[src/design/swmrd_pkg.sv]
package swmrd_pkg;

  localparam int unsigned DIST_W  = 32;
  localparam int unsigned COST_W  = 20;
  localparam int unsigned TOTAL_W = 48;
  localparam int unsigned ADDR_W  = 3;
  localparam int unsigned DATA_W  = 32;

  // station entry queue between front and back
  localparam int unsigned FIFO_DEPTH = 4;
  localparam int unsigned FIFO_PTR_W = 2;
  localparam int unsigned FIFO_CNT_W = 3;

  // register indexes (paddr[2])
  localparam logic REG_TANK_RANGE  = 1'b0;
  localparam logic REG_ROAD_LENGTH = 1'b1;

  typedef struct packed {
    logic [DIST_W-1:0] position;
    logic [COST_W-1:0] cost;
    logic              last;
    logic              near_start;  // within tank range of the start
    logic              near_end;    // within tank range of the road end
  } item_t;

endpackage

[src/design/swmrd_fifo.sv]
module swmrd_fifo (
  input  logic             clk,
  input  logic             rst_n,
  input  logic             wr_en,
  input  swmrd_pkg::item_t wr_item,
  output logic             full,
  input  logic             rd_en,
  output logic             rd_valid,
  output swmrd_pkg::item_t rd_item
);
  import swmrd_pkg::*;

  item_t                 slots_r [FIFO_DEPTH];
  logic [FIFO_PTR_W-1:0] wr_ptr_r;
  logic [FIFO_PTR_W-1:0] rd_ptr_r;
  logic [FIFO_CNT_W-1:0] count_r;
  logic                  do_wr;
  logic                  do_rd;

  assign full     = (count_r == FIFO_CNT_W'(FIFO_DEPTH));
  assign rd_valid = (count_r != '0);
  assign rd_item  = slots_r[rd_ptr_r];
  assign do_wr    = wr_en & ~full;
  assign do_rd    = rd_en & rd_valid;

  always_ff @(posedge clk) begin
    if (do_wr) begin
      slots_r[wr_ptr_r] <= wr_item;
    end
  end

  always_ff @(posedge clk) begin
    if (!rst_n) begin
      wr_ptr_r <= '0;
      rd_ptr_r <= '0;
      count_r  <= '0;
    end else begin
      if (do_wr) begin
        wr_ptr_r <= wr_ptr_r + FIFO_PTR_W'(1);
      end
      if (do_rd) begin
        rd_ptr_r <= rd_ptr_r + FIFO_PTR_W'(1);
      end
      case ({do_wr, do_rd})
        2'b10:   count_r <= count_r + FIFO_CNT_W'(1);
        2'b01:   count_r <= count_r - FIFO_CNT_W'(1);
        default: count_r <= count_r;
      endcase
    end
  end

endmodule

[config.mk]
export PLATFORM = sky130hd
export DESIGN_NAME = swmrd_fifo
export DESIGN_NICKNAME = d
export VERILOG_FILES = /design/src/design/swmrd_pkg.sv /design/src/design/swmrd_fifo.sv
export SDC_FILE = /design/constraint.sdc
export NUM_CORES = 1
export LEC_CHECK = 0
export BUFFER_PORTS_ARGS = -buffer_cell sky130_fd_sc_hd__buf_2
export CAP_MARGIN = 20
export CORE_MARGIN = 2
export CORE_UTILIZATION = 40
export DETAILED_ROUTE_END_ITERATION = 7
export GPL_TIMING_DRIVEN = 1
export PLACE_DENSITY = 0.6
export RECOVER_POWER = 25
export SETUP_SLACK_MARGIN = 0.02
export SLEW_MARGIN = 20
export SYNTH_ARGS = -nofsm -noshare
export SYNTH_HDL_FRONTEND = slang
export SYNTH_SLANG_ARGS = --single-unit
[constraint.sdc]
create_clock -name clk -period 3.6 [get_ports clk]
set_input_delay 0.18 -clock clk [delete_from_list [all_inputs] [get_ports clk]]
set_output_delay 0.18 -clock clk [all_outputs]
set_load 0.01 [all_outputs]
Word-level counts from Yosys, hierarchy flattened --
Memory sizes are Yosys's and may differ from the RTL's. A register that Yosys moved wholly into a read port is not among the register bits. Cells that the tools add are included.
Storage, ports and cells: register bits after elaboration 7, latch bits 0, memory bits (writable) 220, ROM bits 0, input port bits 59, memories kept 1
Memory list:
- slots_r | depth 4, width 55, read ports 1, clocked after memory_dff 1, wr ports 1, line swmrd_fifo.sv:13 | item_t slots_r [FIFO_DEPTH];
Operators by class: $add $sub $neg 4, multipliers 0, divide/modulo/power cells 0, magnitude comparators 0, eq/ne operators 3, shifts and indexed selects 0, multiplexer cells 5, bitwise operators 3, reduce and logical (&&, ||, !) cells 2
Operators by type and width (count):
- $pmux W3 S2 | 1
- $add A2 B1 Y2 const B | 2
- $mux W2 | 2
- $add A3 B1 Y3 const B | 1
- $eq A3 B3 Y1 const B | 1
- $reduce_bool A3 Y1 | 1
- $sub A3 B1 Y3 const B | 1
- $and A1 B1 Y1 | 2
- $eq A2 B1 Y1 const B | 1
- $eq A2 B2 Y1 const B | 1
- $mux W1 | 2
- $reduce_bool A2 Y1 | 1
- $not A1 Y1 | 1

Longest topological paths before layout --
depth in word-level cells 5, gate-level depth with buffers 10, mapped depth without buffers 9

Worst setup path after synthesis --
Ideal clock, no wire load.
kind flip-flop to flip-flop, start point register count_r[2], end point memory slots_r[0][0] in the netlist's numbering (enable), setup time 0.418 ns, data arrival time 2.082 ns, path slack 1.099 ns, cell stages (with the launch flop) 5, cells stage by stage dfxtp_1 nor3b_2 nor2b_1 buf_2 and2_1
On the way: longest elaborated chain between the ends 5
RTL lines:
- from (decl) | line swmrd_fifo.sv:16 | logic [FIFO_CNT_W-1:0] count_r;
- from (signal assigned) | line swmrd_fifo.sv:45 | 2'b10: count_r <= count_r + FIFO_CNT_W'(1);
- from (signal assigned) | line swmrd_fifo.sv:46 | 2'b01: count_r <= count_r - FIFO_CNT_W'(1);
- from (signal assigned) | line swmrd_fifo.sv:47 | default: count_r <= count_r;
- $eq A3 B3 Y1 | line swmrd_fifo.sv:20 | assign full = (count_r == FIFO_CNT_W'(FIFO_DEPTH));
- named net full | line swmrd_fifo.sv:6 | output logic full,
- $not A1 Y1 | line swmrd_fifo.sv:23 | assign do_wr = wr_en & ~full;
- $and A1 B1 Y1 | line swmrd_fifo.sv:23
- $mux W1 | line swmrd_fifo.sv:27 | if (do_wr) begin
- $mux W1 (not written as such) | line swmrd_fifo.sv:28 | slots_r[wr_ptr_r] <= wr_item;
- to (decl) | line swmrd_fifo.sv:13
The timed path passes the listed nets, and every way through them passes these cells.

==> impl_metrics.yaml <==
run_status:
  status: "finished clean"
power:
  ir_drop_mv: 0.4148
  p_per_area_mw_per_mm2: 670.9
  power_mw: 7.046
  leakage_nw: 3.475
timing:
  skew_ns: 0.008250
  slew_headroom: 0.4318
  hold_violations: 0
  fin_crit_ns: 2.564
  drv_slew: 0
  fin_crit_sh: 0.7123
  setup_viol: 0
  tightest_slew_ns: 0.8522
  rsz0062_at_grt: "false"
  fin_tns_setup_ns: 0
  fmax_mhz: 390.0
min_path:
  hold_class: "primary input to flop"
place:
  numPortBuffers: 115
  dp.final_hpwl_mm: 9.038
  dp.cells: 718
  gp_congestion: 0.6740
yosys:
  yosysTopAreaCell: "edfxtp_1"
  synth_edf_count: 220
  syn_nets: 404
  netlist-cell-type-count: 24
  yosys_most_used_dff: "edfxtp_1"
  synth_area_per_cell_um2: 25.06
  async_flop_share: 0
  yosysWarnings: 0
  ys_seq_area_frac: 0.7988
  syn_area_mm2: 0.008496
  synth_top_area_frac: 0.7776
  yosys_register_bits: 229
  synthCells: 339
  ys_top_cells_by_area: "edfxtp_1 (78%), mux4_2 (13%), dfxtp_1 (2.1%)"
clock_network:
  cts.sinks: 229
  cts.path.max_buffers: 3
  cts_buffers: 23
  post_cts_resized: 0
  root_buffer: "clkbuf_16"
  cts_tree: "built"
  path_clk_slew_ns: 0.05
  cts-htree-levels: 1
  worstSkewPairLatency_ns: 0.49
floorplan:
  die_y_um: 149.7
  die-area_mm2: 0.02242
  initial_core_util: 0.4054
  rows: 53
  core_mm2: 0.02096
  die_x_um: 149.7
  pin_count: 116
route:
  vias: 3921
  drtAntennaViolNets: 0
  drt_first_pass_iters: 4
  routedWlPerCell_um: 18.63
  drt_iter0_drc: 209
  avgViaCountPerCell: 4.817
  drc_errors: 0
  finalWirelength_mm: 15.16
grt:
  grt_pass1_wl_mm: 23.10
  grt_max_degree: 56
  grt_overflow: 0
  grt_pass1_vias: 4307
  grt_usage: 0.1369
  antenna_found_initial: 0
layout:
  instances_no_fill: 814
  drive_gt1_frac: 0.3117
  fin_nets: 589
  final_common_cell: "edfxtp_1"
  n_antenna_cell: 0
  final_cell_mix: "edfxtp_1 (220), buf_2 (82), dlygate4sd3_1 (56), mux4_2 (50), clkbuf_1 (40)"
  syn2layout_area_growth_pct: 23.62
worst_setup_path:
  r2r_setup_slack_ns: 1.36
  critical_path_arrival_ns: 2.38
  path_max_fanout: 33
  start_kind: "flop"
  criticalPathCategory: "flop to output pin"
  endpoint_kind: "output pin"
  cp.required_ns: 3.42
run:
  drv_cap: 0
-- kinds of logic after synthesis --
family / Yosys count / synth area share
XOR/XNOR: 4 / 0.004124
multiplexers: 57 / 0.1504
AND/OR/NAND/NOR: 18 / 0.01252
flip-flops: 229 / 0.7988
buffers and inverters: 20 / 0.02032
AO/OA/AOI/OAI: 5 / 0.004124
adder cells (fa/ha/maj): 6 / 0.009720
-- through the flow --
stage                     worst slack (ns)  cell area (um2)  hold slack (ns)    util
after floorplan                      1.099             8496           0.2789       -
after global routing                0.8390            10500           0.2102  0.5012
after global placement               1.484             9315           0.3919  0.4445
after detailed placement             1.302             9315           0.3995  0.4445
after CTS                           0.9282            10540           0.1760  0.5032
final                                1.036            10500           0.2013  0.5012
-- where the power goes --
part	internal (mW)	switching, mW
clock	1.24	0.880
combinational	0.793	0.721
sequential	3.22	0.192
total	5.25	1.79
-- worst max-delay path, stage by stage, from the launching register on --
cell,delay (ns)
dfxtp_4,0.80
buf_12,0.31
mux4_1,0.60
buf_2,0.18
-- per-layer routing --
| layer | GRT usage | up-vias | share of wire |
|---|---|---|---|
| met4 | 0.03349 | 0 | 0.013 |
| met3 | 0.03445 | 18 | 0.064 |
| met2 | 0.2356 | 103 | 0.50 |
| met1 | 0.1758 | 1997 | 0.42 |
| li1 | - | 1803 | - |
| met5 | 0 | - | 0 |
-- registers in the layout (all words and copies together) (netlist names), named ones only --
| register | flops |
|---|---|
| count_r | 3 |
| slots_r | 220 |
| rd_ptr_r | 2 |
| wr_ptr_r | 2 |
-- path summary, 6_finish.rpt --
kind	cells after the start	from	endpoint
min reg2reg	2	wr_ptr_r[1]	wr_ptr_r[1]
min	4	rd_en	flop
max	3	flop	rd_item[47]
max reg2reg	3	count_r[0]	slots_r[2][27]
-- final cells by class --
type / count / area, um2
fillers: 1753 / 10450
flip-flops and latches: 229 / 6792
multi-input cells: 90 / 1546
repair buffers: 174 / 1130
clock buffers: 30 / 601.8
well taps: 275 / 344.1
clock inverters: 10 / 66.31
inverters: 6 / 22.52
-- synth_stat cells, types with 2 or more instances --
cell / instances
ha_1: 5
mux4_1: 5
edfxtp_1: 220
dfxtp_1: 9
o21ai_0: 2
buf_12: 5
inv_1: 6
and2_1: 7
buf_2: 6
or3_1: 2
mux4_2: 50
nand2_1: 5
nor2b_1: 3
mux2i_1: 2
xnor2_1: 3
-- what timing repair did --
item,CTS,global route
hold buffers,56,0
buffers inserted,0,0
hold endpoints to repair,221,0
Note: power is estimated with default switching activity, not from simulation.
