<file path="src/design/swmrd_pkg.sv">
package swmrd_pkg;

  localparam int unsigned DIST_W  = 32;
  localparam int unsigned COST_W  = 20;
  localparam int unsigned TOTAL_W = 48;
  localparam int unsigned ADDR_W  = 3;
  localparam int unsigned DATA_W  = 32;

  // station entry queue between front and back
  localparam int unsigned FIFO_DEPTH = 4;
  localparam int unsigned FIFO_PTR_W = 2;
  localparam int unsigned FIFO_CNT_W = 3;

  // register indexes (paddr[2])
  localparam logic REG_TANK_RANGE  = 1'b0;
  localparam logic REG_ROAD_LENGTH = 1'b1;

  typedef struct packed {
    logic [DIST_W-1:0] position;
    logic [COST_W-1:0] cost;
    logic              last;
    logic              near_start;  // within tank range of the start
    logic              near_end;    // within tank range of the road end
  } item_t;

endpackage

</file>
<file path="src/design/swmrd_front.sv">
module swmrd_front (
  input  logic                          clk,
  input  logic                          rst_n,
  input  logic                          psel,
  input  logic                          penable,
  input  logic                          pwrite,
  input  logic [swmrd_pkg::ADDR_W-1:0]  paddr,
  input  logic [swmrd_pkg::DATA_W-1:0]  pwdata,
  output logic [swmrd_pkg::DATA_W-1:0]  prdata,
  output logic                          pready,
  input  logic                          in_valid,
  output logic                          in_stall,
  input  logic [swmrd_pkg::DIST_W-1:0]  in_station_distance,
  input  logic [swmrd_pkg::COST_W-1:0]  in_station_cost,
  input  logic                          in_last_station,
  input  logic                          fifo_full,
  output logic                          fifo_wr,
  output swmrd_pkg::item_t              fifo_item,
  output logic [swmrd_pkg::DIST_W-1:0]  tank_range,
  output logic [swmrd_pkg::DIST_W-1:0]  road_length
);
  import swmrd_pkg::*;

  logic [DIST_W-1:0] tank_range_r;
  logic [DIST_W-1:0] road_length_r;
  logic              cfg_wr;
  logic [DIST_W:0]   reach_sum;

  assign pready = 1'b1;
  assign cfg_wr = psel & penable & pwrite;

  always_ff @(posedge clk) begin
    if (!rst_n) begin
      tank_range_r  <= '0;
      road_length_r <= '0;
    end else if (cfg_wr) begin
      case (paddr[2])
        REG_TANK_RANGE:  tank_range_r  <= pwdata;
        REG_ROAD_LENGTH: road_length_r <= pwdata;
        default: ;
      endcase
    end
  end

  always_comb begin
    case (paddr[2])
      REG_TANK_RANGE:  prdata = tank_range_r;
      REG_ROAD_LENGTH: prdata = road_length_r;
      default:         prdata = '0;
    endcase
  end

  assign tank_range  = tank_range_r;
  assign road_length = road_length_r;

  // classify on the way into the queue
  assign reach_sum = {1'b0, in_station_distance} + {1'b0, tank_range_r};

  always_comb begin
    fifo_item.position   = in_station_distance;
    fifo_item.cost       = in_station_cost;
    fifo_item.last       = in_last_station;
    fifo_item.near_start = (in_station_distance <= tank_range_r);
    fifo_item.near_end   = (reach_sum >= {1'b0, road_length_r});
  end

  assign in_stall = fifo_full;
  assign fifo_wr  = in_valid & ~fifo_full;

endmodule

</file>
<file path="config.mk">
export PLATFORM = sky130hd
export DESIGN_NAME = swmrd_front
export DESIGN_NICKNAME = d
export VERILOG_FILES = /design/src/design/swmrd_pkg.sv /design/src/design/swmrd_front.sv
export SDC_FILE = /design/constraint.sdc
export NUM_CORES = 1
export LEC_CHECK = 0
export ABC_AREA = 0
export ABC_CLOCK_PERIOD_IN_PS = 7700
export BUFFER_PORTS_ARGS = -buffer_cell sky130_fd_sc_hd__buf_2
export CORE_MARGIN = 2
export CORE_UTILIZATION = 40
export CTS_BUF_LIST = sky130_fd_sc_hd__clkbuf_4
export DETAILED_ROUTE_END_ITERATION = 16
export PLACE_DENSITY = 0.71
export SLEW_MARGIN = 20
export SYNTH_ARGS = -nofsm -noshare
export SYNTH_HDL_FRONTEND = slang
export SYNTH_SLANG_ARGS = --single-unit
export TNS_END_PERCENT = 1
</file>
<file path="constraint.sdc">
create_clock -name clk -period 7.7 [get_ports clk]
set_input_delay 0.77 -clock clk [delete_from_list [all_inputs] [get_ports clk]]
set_output_delay 0.77 -clock clk [all_outputs]
set_load 0.005 [all_outputs]
</file>
**Word-level counts from Yosys, hierarchy flattened**

Index checks and enable logic that the tools add are counted.

- Register bits after elaboration: 64
- Latch bits: 0
- RAM bits: 0
- ROM bits: 0
- Input port bits: 95
- Output and inout bits: 154
- Logic and storage cells: 13
- Memories: 0

- Add/subtract/negate cells: 1
- Multiply operators: 0
- Divide/modulo/power cells: 0
- Magnitude comparators: 2
- Equality and inequality tests: 0
- Shift-type cells: 0
- Multiplexer cells: 1
- Bitwise logic cells: 5
- Reduce and logical (&&, ||, !) cells: 2

Operators with widths:

| cell | count |
|---|---|
| $pmux 32 s2 | 1 |
| $add 32x32->33 | 1 |
| $ge 33x32->1 | 1 |
| $le 32x32->1 | 1 |
| $reduce_and 2->1 | 2 |
| $and 1x1->1 | 3 |
| $not 1->1 | 2 |

**Depth between registers and ports, before layout**

Gate-level depths: netlist of the first run.

- Depth after elaboration: 3
- Mapped depth: 22
- Gate-level depth less buffers: 22

**Worst setup path before layout of the first run**

Ideal clock, no wire load.

- Path type: in2out
- Start: input port in_station_distance[0] (netlist name)
- End: output port fifo_item[0] (netlist name)
- Arrival: 4.243 ns
- Data required time: 6.930 ns
- Path slack: 2.687 ns
- Cell stages on the path: 22
- Buffers on the path: 0
- Cells stage by stage: ha_1 > inv_1 > fa_1 > o21bai_1 > o2111ai_1 > a31oi_1 > nor3_2 > o21bai_2 > o21ai_0 > nand2_1 > a21boi_1 > xor2_1 > ha_1 > nand4_1 > or2_2 > or3_1 > or2_2 > o22ai_1 > nor4_1 > o21ai_1 > a31oi_1 > o31ai_1

RTL lines:

| element | line | RTL |
|---|---|---|
| from (decl) | swmrd_front.sv:13 | `input logic [swmrd_pkg::DIST_W-1:0] in_station_distance,` |
| to (decl) | swmrd_front.sv:18 | `output swmrd_pkg::item_t fifo_item,` |

==> run_results.csv, run 1 <==
group,metric,value,unit
synthesis,syn_area_per_cell,7.35,sq um
clocking,clock-root-buffer,"clkbuf_4",
cells_and_area,final_cells,1221,
detailed_routing,wl_per_cell,14.1,um
grt,grt_first_pass_wirelength,27000,um
setup_path,endpoint_kind,"primary output",
synthesis,synth_fp_nets,1062,
clocking,clock_sinks,64,
detailed_routing,drt_wl_total,17200,um
placed_design,dp_cells,1204,
detailed_routing,num_vias,6045,
detailed_routing,remaining_drc_errors,0,
hold_path,hp-start,"road_length[11]",
synthesis,ys_seq_area_frac,0.200,
detailed_routing,firstDrtPassIters,5,
floorplan,rows,46,
placed_design,numPortBuffers,203,
grt,grt_usage,0.201,
synthesis,ys_seq_elements,64,
sta,relSlewSlack,0.354,
detailed_routing,vias_per_cell,4.95,
grt,antenna_found_initial,1,
sta,skew,0,ps
cells_and_area,final_util,0.463,
placed_design,place_area,7160,sq um
synthesis,ys.flop_type,"dfxtp_1",
grt,grt_pass1_vias,5548,
synthesis,syn_area,6400,sq um
power_and_ir_drop,p_leak,3.26,nW
floorplan,die-height,130,um
synthesis,synth_common_cells,"nand2_1 (173), ha_1 (96), inv_1 (92), a21boi_0 (64), dfxtp_1 (64)",
cells_and_area,fin_nets,1191,
synthesis,synthArstFlopShare,0,
clocking,clk_pin_slew_worst_paths,110,ps
detailed_routing,dr.first_iter.drc_count,278,
floorplan,die_area,17000,sq um
power_and_ir_drop,peakVddDrop,0.0602,mV
sta,slew_violations,0,
cells_and_area,drive_gt1_frac,0.240,
placed_design,dp_hpwl,13200,um
clocking,clk_latency,450,ps
power_and_ir_drop,power_density,110,nW/um^2
synthesis,yosys.area.top_type,"dfxtp_1",
synthesis,synth_top_area_share,0.200,
cells_and_area,fin_area,7300,sq um
synthesis,synthCells,870,
grt,grt.overflow.total,0,
setup_path,cp_max_fo,5,
synthesis,synth.distinct_cells,59,
setup_path,arrival,5230,ps
cells_and_area,fillers,1646,
floorplan,start_util,0.406,
sta,final.setup.tns,0,ps
outcome,outcome,"finished clean",
floorplan,fp.coreArea,15800,sq um
detailed_routing,ant_nets,0,
sta,worst_slew_pin_slew,969,ps
sta,setup_viol,0,
setup_path,critPathKind,"flip-flop to primary output",
sta,fmax,167,MHz
clocking,clock_path_buffers,2,
job,maxCapViolCount,0,
synthesis,synth_edf_count,0,
setup_path,timing.rr.start,"road_length[31]",
cells_and_area,area_growth,14.1,%
synthesis,synth_most_common_cell,"nand2_1",
setup_path,cp.required,6930,ps
clocking,ctsHtreeMaxLevel,3,
floorplan,num_io_pins,249,
grt,grt_max_degree,67,
sta,finalHoldViolCount,0,
setup_path,cp-start-kind,"flip-flop",
clocking,numCtsBuffers,9,
synthesis,yosysWarnings,0,
placed_design,finalWeightedCongestion,0.845,
floorplan,die_w,130,um
synthesis,netlist_top_cells_area,"dfxtp_1 (20%), ha_1 (19%), nand2_1 (10%)",
setup_path,critPathLaunch,"tank_range[0]",
sta,rsz0062_at_grt,"no",
sta,layout_min_cycle_time,6000,ps
clocking,cts_setup_buffers,0,
clocking,holdBufCountCts,0,
clocking,cts_tree,"yes",
clocking,cts_resized,0,
sta,period_share,0.779,
hold_path,hp-class,"flip-flop to flip-flop",
cells by family after synthesis:
| family | count (synthesis) | share of synthesized area |
|---|---|---|
| multiplexers | 2 | 0.00332 |
| adder cells (fa/ha/maj) | 97 | 0.191 |
| XOR/XNOR | 28 | 0.0383 |
| AO/OA/AOI/OAI | 213 | 0.229 |
| other | 1 | 0.000586 |
| AND/OR/NAND/NOR | 283 | 0.196 |
| flip-flops | 64 | 0.200 |
| buffers and inverters | 182 | 0.142 |
through the flow:
step / hold slack [ps] / total power [mW] / worst slack, ps
final: 502 / 0.805 / 1700
after global routing: 531 / 0.854 / 1160
after CTS: 508 / 0.814 / 1620
after detailed placement: 492 / 0.571 / 1700
after global placement: 485 / 0.568 / 1740
after floorplan: 485 / 0.510 / 2690
registers in the layout, indices dropped and copies added (netlist names):
signal       cells
road_length     32
tank_range      32
critical path, stage by stage, from the launching register on:
cell,delay [ps]
dfxtp_1,430
ha_1,190
inv_1,50
fa_1,400
o21bai_1,220
o2111ai_1,190
a31oi_1,330
nor3_2,110
o21bai_2,220
o21ai_0,100
nand2_1,110
a21boi_1,110
xor2_1,150
ha_1,310
nand4_1,70
or2_2,300
or3_1,440
or2_2,300
o22ai_1,160
nor4_1,100
o21ai_1,130
a31oi_1,100
o31ai_1,80
buf_2,160
final cells by class:
cell class / instances / area (sq um) / share of cell area
multi-input cells: 624 / 4220 / 0.578
inverters: 93 / 349 / 0.0478
clock buffers: 11 / 82.6 / 0.0113
well taps: 216 / 270 / 0.0370
clock inverters: 5 / 47.5 / 0.00652
repair buffers: 207 / 1050 / 0.144
diodes: 1 / 2.50 / 0.000343
flip-flops and latches: 64 / 1280 / 0.176
metal layers:
metal | track usage | share of wire
met5 | 0 | 0
met4 | 0.0757 | 0.015
met3 | 0.0309 | 0.046
met2 | 0.328 | 0.46
met1 | 0.269 | 0.48
final timing paths:
path	to	slack [ps]	cells after the start
setup / recovery	fifo_item[0]	1700	23
hold / removal	road_length[11]	500	2
setup reg to reg	road_length[31]	6960	2
hold reg to reg	road_length[11]	500	2
where the power goes:
| part | internal [mW] | switching [mW] |
|---|---|---|
| Clock | 0.103 | 0.137 |
| Sequential | 0.338 | 0.00712 |
| Combinational | 0.0960 | 0.124 |
| Total | 0.537 | 0.268 |
placed cells by master (no fill, tap or decap), types with 14 or more instances in the layout:
cell type  synthesis  routed
xnor2_1           22      22
o21ai_0           41      41
dfxtp_1           64      64
inv_1             92      92
nand2_1          173     173
nand4_1           14      14
buf_2              1     202
a21o_1            14      14
nor3_1            14      14
a21oi_1           43      43
a21boi_0          64      64
ha_1              96      96
nand2b_1          14      14
nor2_1            33      31
No activity file was read; power rests on OpenSTA's default activity.
==> inputs of run 2 (changes only) <==
Settings changed: ABC_CLOCK_PERIOD_IN_PS 7700 to 5010, PLACE_DENSITY 0.71 to 0.73.
Clock period 7.7 ns to 5.01 ns, I/O delays scaled along.
==> run 2 against run 1 <==
The flow now finishes with violations (setup timing). Clock-buffer cell count is 1 higher. Setup slack worse by 1800 ps. Die area stayed put. Core utilization is 2.0 points higher. Design area is 4.2% higher. Register-to-register slack worse by 2800 ps. Global-route usage is 0.47 points higher. Worst hold slack worse by 220 ps. Non-clock buffer count is 29 higher. Cell count is 2.3% higher. Routed wire length is 5.3% higher. Clock skew stayed put. Largest power group unchanged.
==> run_results.csv, run 2 (same netlist as run 1, synthesis figures left out) <==
group,metric,value,unit
detailed_routing,ant_nets,0,
clocking,clk_latency,450,ps
floorplan,die-height,130,um
clocking,clock_path_buffers,2,
clocking,numCtsBuffers,9,
clocking,cts_tree,"yes",
setup_path,critPathKind,"flip-flop to primary output",
grt,grt_first_pass_wirelength,27600,um
detailed_routing,vias_per_cell,4.94,
setup_path,endpoint_kind,"primary output",
placed_design,numPortBuffers,203,
sta,layout_min_cycle_time,5110,ps
detailed_routing,drt_wl_total,18100,um
floorplan,fp.coreArea,15800,sq um
outcome,outcome,"finished, violations left",
detailed_routing,remaining_drc_errors,0,
detailed_routing,num_vias,6169,
sta,setup_viol,1,
sta,setup_slack,-96.7,ps
sta,slew_violations,0,
outcome,violations,"setup timing",
clocking,ctsHtreeMaxLevel,3,
sta,skew,0,ps
sta,relSlewSlack,0.335,
placed_design,pre_cts_slack,-150,ps
detailed_routing,dr.first_iter.drc_count,285,
power_and_ir_drop,power_density,158,nW/um^2
setup_path,reg2reg_depth,3,
placed_design,dp_hpwl,14200,um
setup_path,arrival,4610,ps
floorplan,rows,46,
clocking,holdBufCountCts,0,
power_and_ir_drop,peakVddDrop,0.0940,mV
job,maxCapViolCount,0,
clocking,clock_sinks,64,
detailed_routing,wl_per_cell,14.5,um
cells_and_area,final_util,0.482,
sta,period_share,1.02,
floorplan,die_w,130,um
cells_and_area,mostFrequentLayoutCell,"buf_2",
grt,grt_usage,0.206,
floorplan,num_io_pins,249,
grt,grt_max_degree,66,
floorplan,start_util,0.406,
clocking,clock-root-buffer,"clkbuf_4",
grt,grt.overflow.total,0,
sta,finalHoldViolCount,0,
cells_and_area,fin_nets,1220,
grt,grt_pass1_vias,5629,
setup_path,cp.required,4510,ps
cells_and_area,area_growth,18.9,%
placed_design,finalWeightedCongestion,0.914,
setup_path,cp_max_fo,2,
cells_and_area,drive_gt1_frac,0.286,
hold_path,hp-class,"input pin to flip-flop",
cells_and_area,final_cell_mix,"buf_2 (203), nand2_1 (173), ha_1 (93)",
setup_path,cp-start-kind,"flip-flop",
power_and_ir_drop,p_leak,3.41,nW
sta,worst_slew_pin_slew,998,ps
floorplan,die_area,17000,sq um
grt,antenna_found_initial,2,
hold_path,hold_depth,3,
clocking,clk_pin_slew_worst_paths,120,ps
sta,fmax,196,MHz
sta,rsz0062_at_grt,"yes",
detailed_routing,firstDrtPassIters,5,
[run 2: changes by cell type in the layout (fill, tap and decap cells not counted), moves of 3 or more]
cell and delta:
nor4_1 -3, dfxtp_1 -6, ha_1 -3, dfxtp_2 +6, buf_4 +28, nor4_2 +3
[run 2: report_power, final]
part / switching (mW) / total, mW / leakage, nW / internal, mW
Sequential: 0.0112 / 0.531 / 0.521 / 0.520
Clock: 0.199 / 0.310 / 0.0607 / 0.111
Combinational: 0.202 / 0.364 / 2.83 / 0.162
[run 2: path summary, 6_finish.rpt]
check | from | endpoint | slack [ps]
min | pwdata[10] | tank_range[10] | 280
max | tank_range[0] | fifo_item[0] | -100
max reg2reg | tank_range[0] | tank_range[0] | 4200
min reg2reg | tank_range[11] | tank_range[11] | 500
[run 2: repair_timing]
item | 4_1_cts | 5_1_grt
setup endpoints to repair | 1 | 1
buffers inserted | 3 | 1
gates resized for setup | 18 | 16
pin swaps | 13 | 13
gates cloned | 0 | 0
endpoints found under the hold margin | 0 | 0
[run 2: cell type report]
cell class,count,area (sq um)
multi-input cells,624,4330
clock inverters,2,8.76
clock buffers,12,90.1
inverters,93,349
fillers,1636,8160
flip-flops and latches,64,1290
well taps,216,270
repair buffers,236,1260
diodes,2,5.00
[run 2: critical path, cell delays in order, from the launching register on]
cell	delay, ps
dfxtp_2	370
ha_4	150
inv_2	30
fa_2	360
o21bai_4	140
o2111ai_2	140
a31oi_1	220
buf_4	160
nor3_4	50
o21bai_2	160
buf_4	140
a21oi_1	70
xnor2_1	130
ha_1	290
a21o_1	180
a21o_1	170
a2111oi_0	400
o22ai_1	180
nor4_2	250
o21ai_1	90
a31oi_1	210
o31ai_1	100
buf_2	150
[run 2: metrics by stage]
step                setup TNS [ps]  power, mW  instance area, sq um  instances  hold WS [ps]
floorplan                        0      0.784                  6400        870           485
global placement             -82.8      0.890                  7350       1229           487
detailed placement            -150      0.896                  7350       1229           492
CTS                           -183       1.21                  7540       1246           248
global route                  -311       1.28                  7600       1248           267
finish                       -96.7       1.21                  7610       1249           281
[run 2: metal layers]
metal,up-vias,share of wire,GRT usage,wire length (um)
met5,-,0.00072,0,13
met4,2,0.020,0.0688,354
met3,28,0.055,0.0395,987
met2,185,0.45,0.336,8070
met1,2781,0.48,0.273,8640
li1,3173,-,-,-
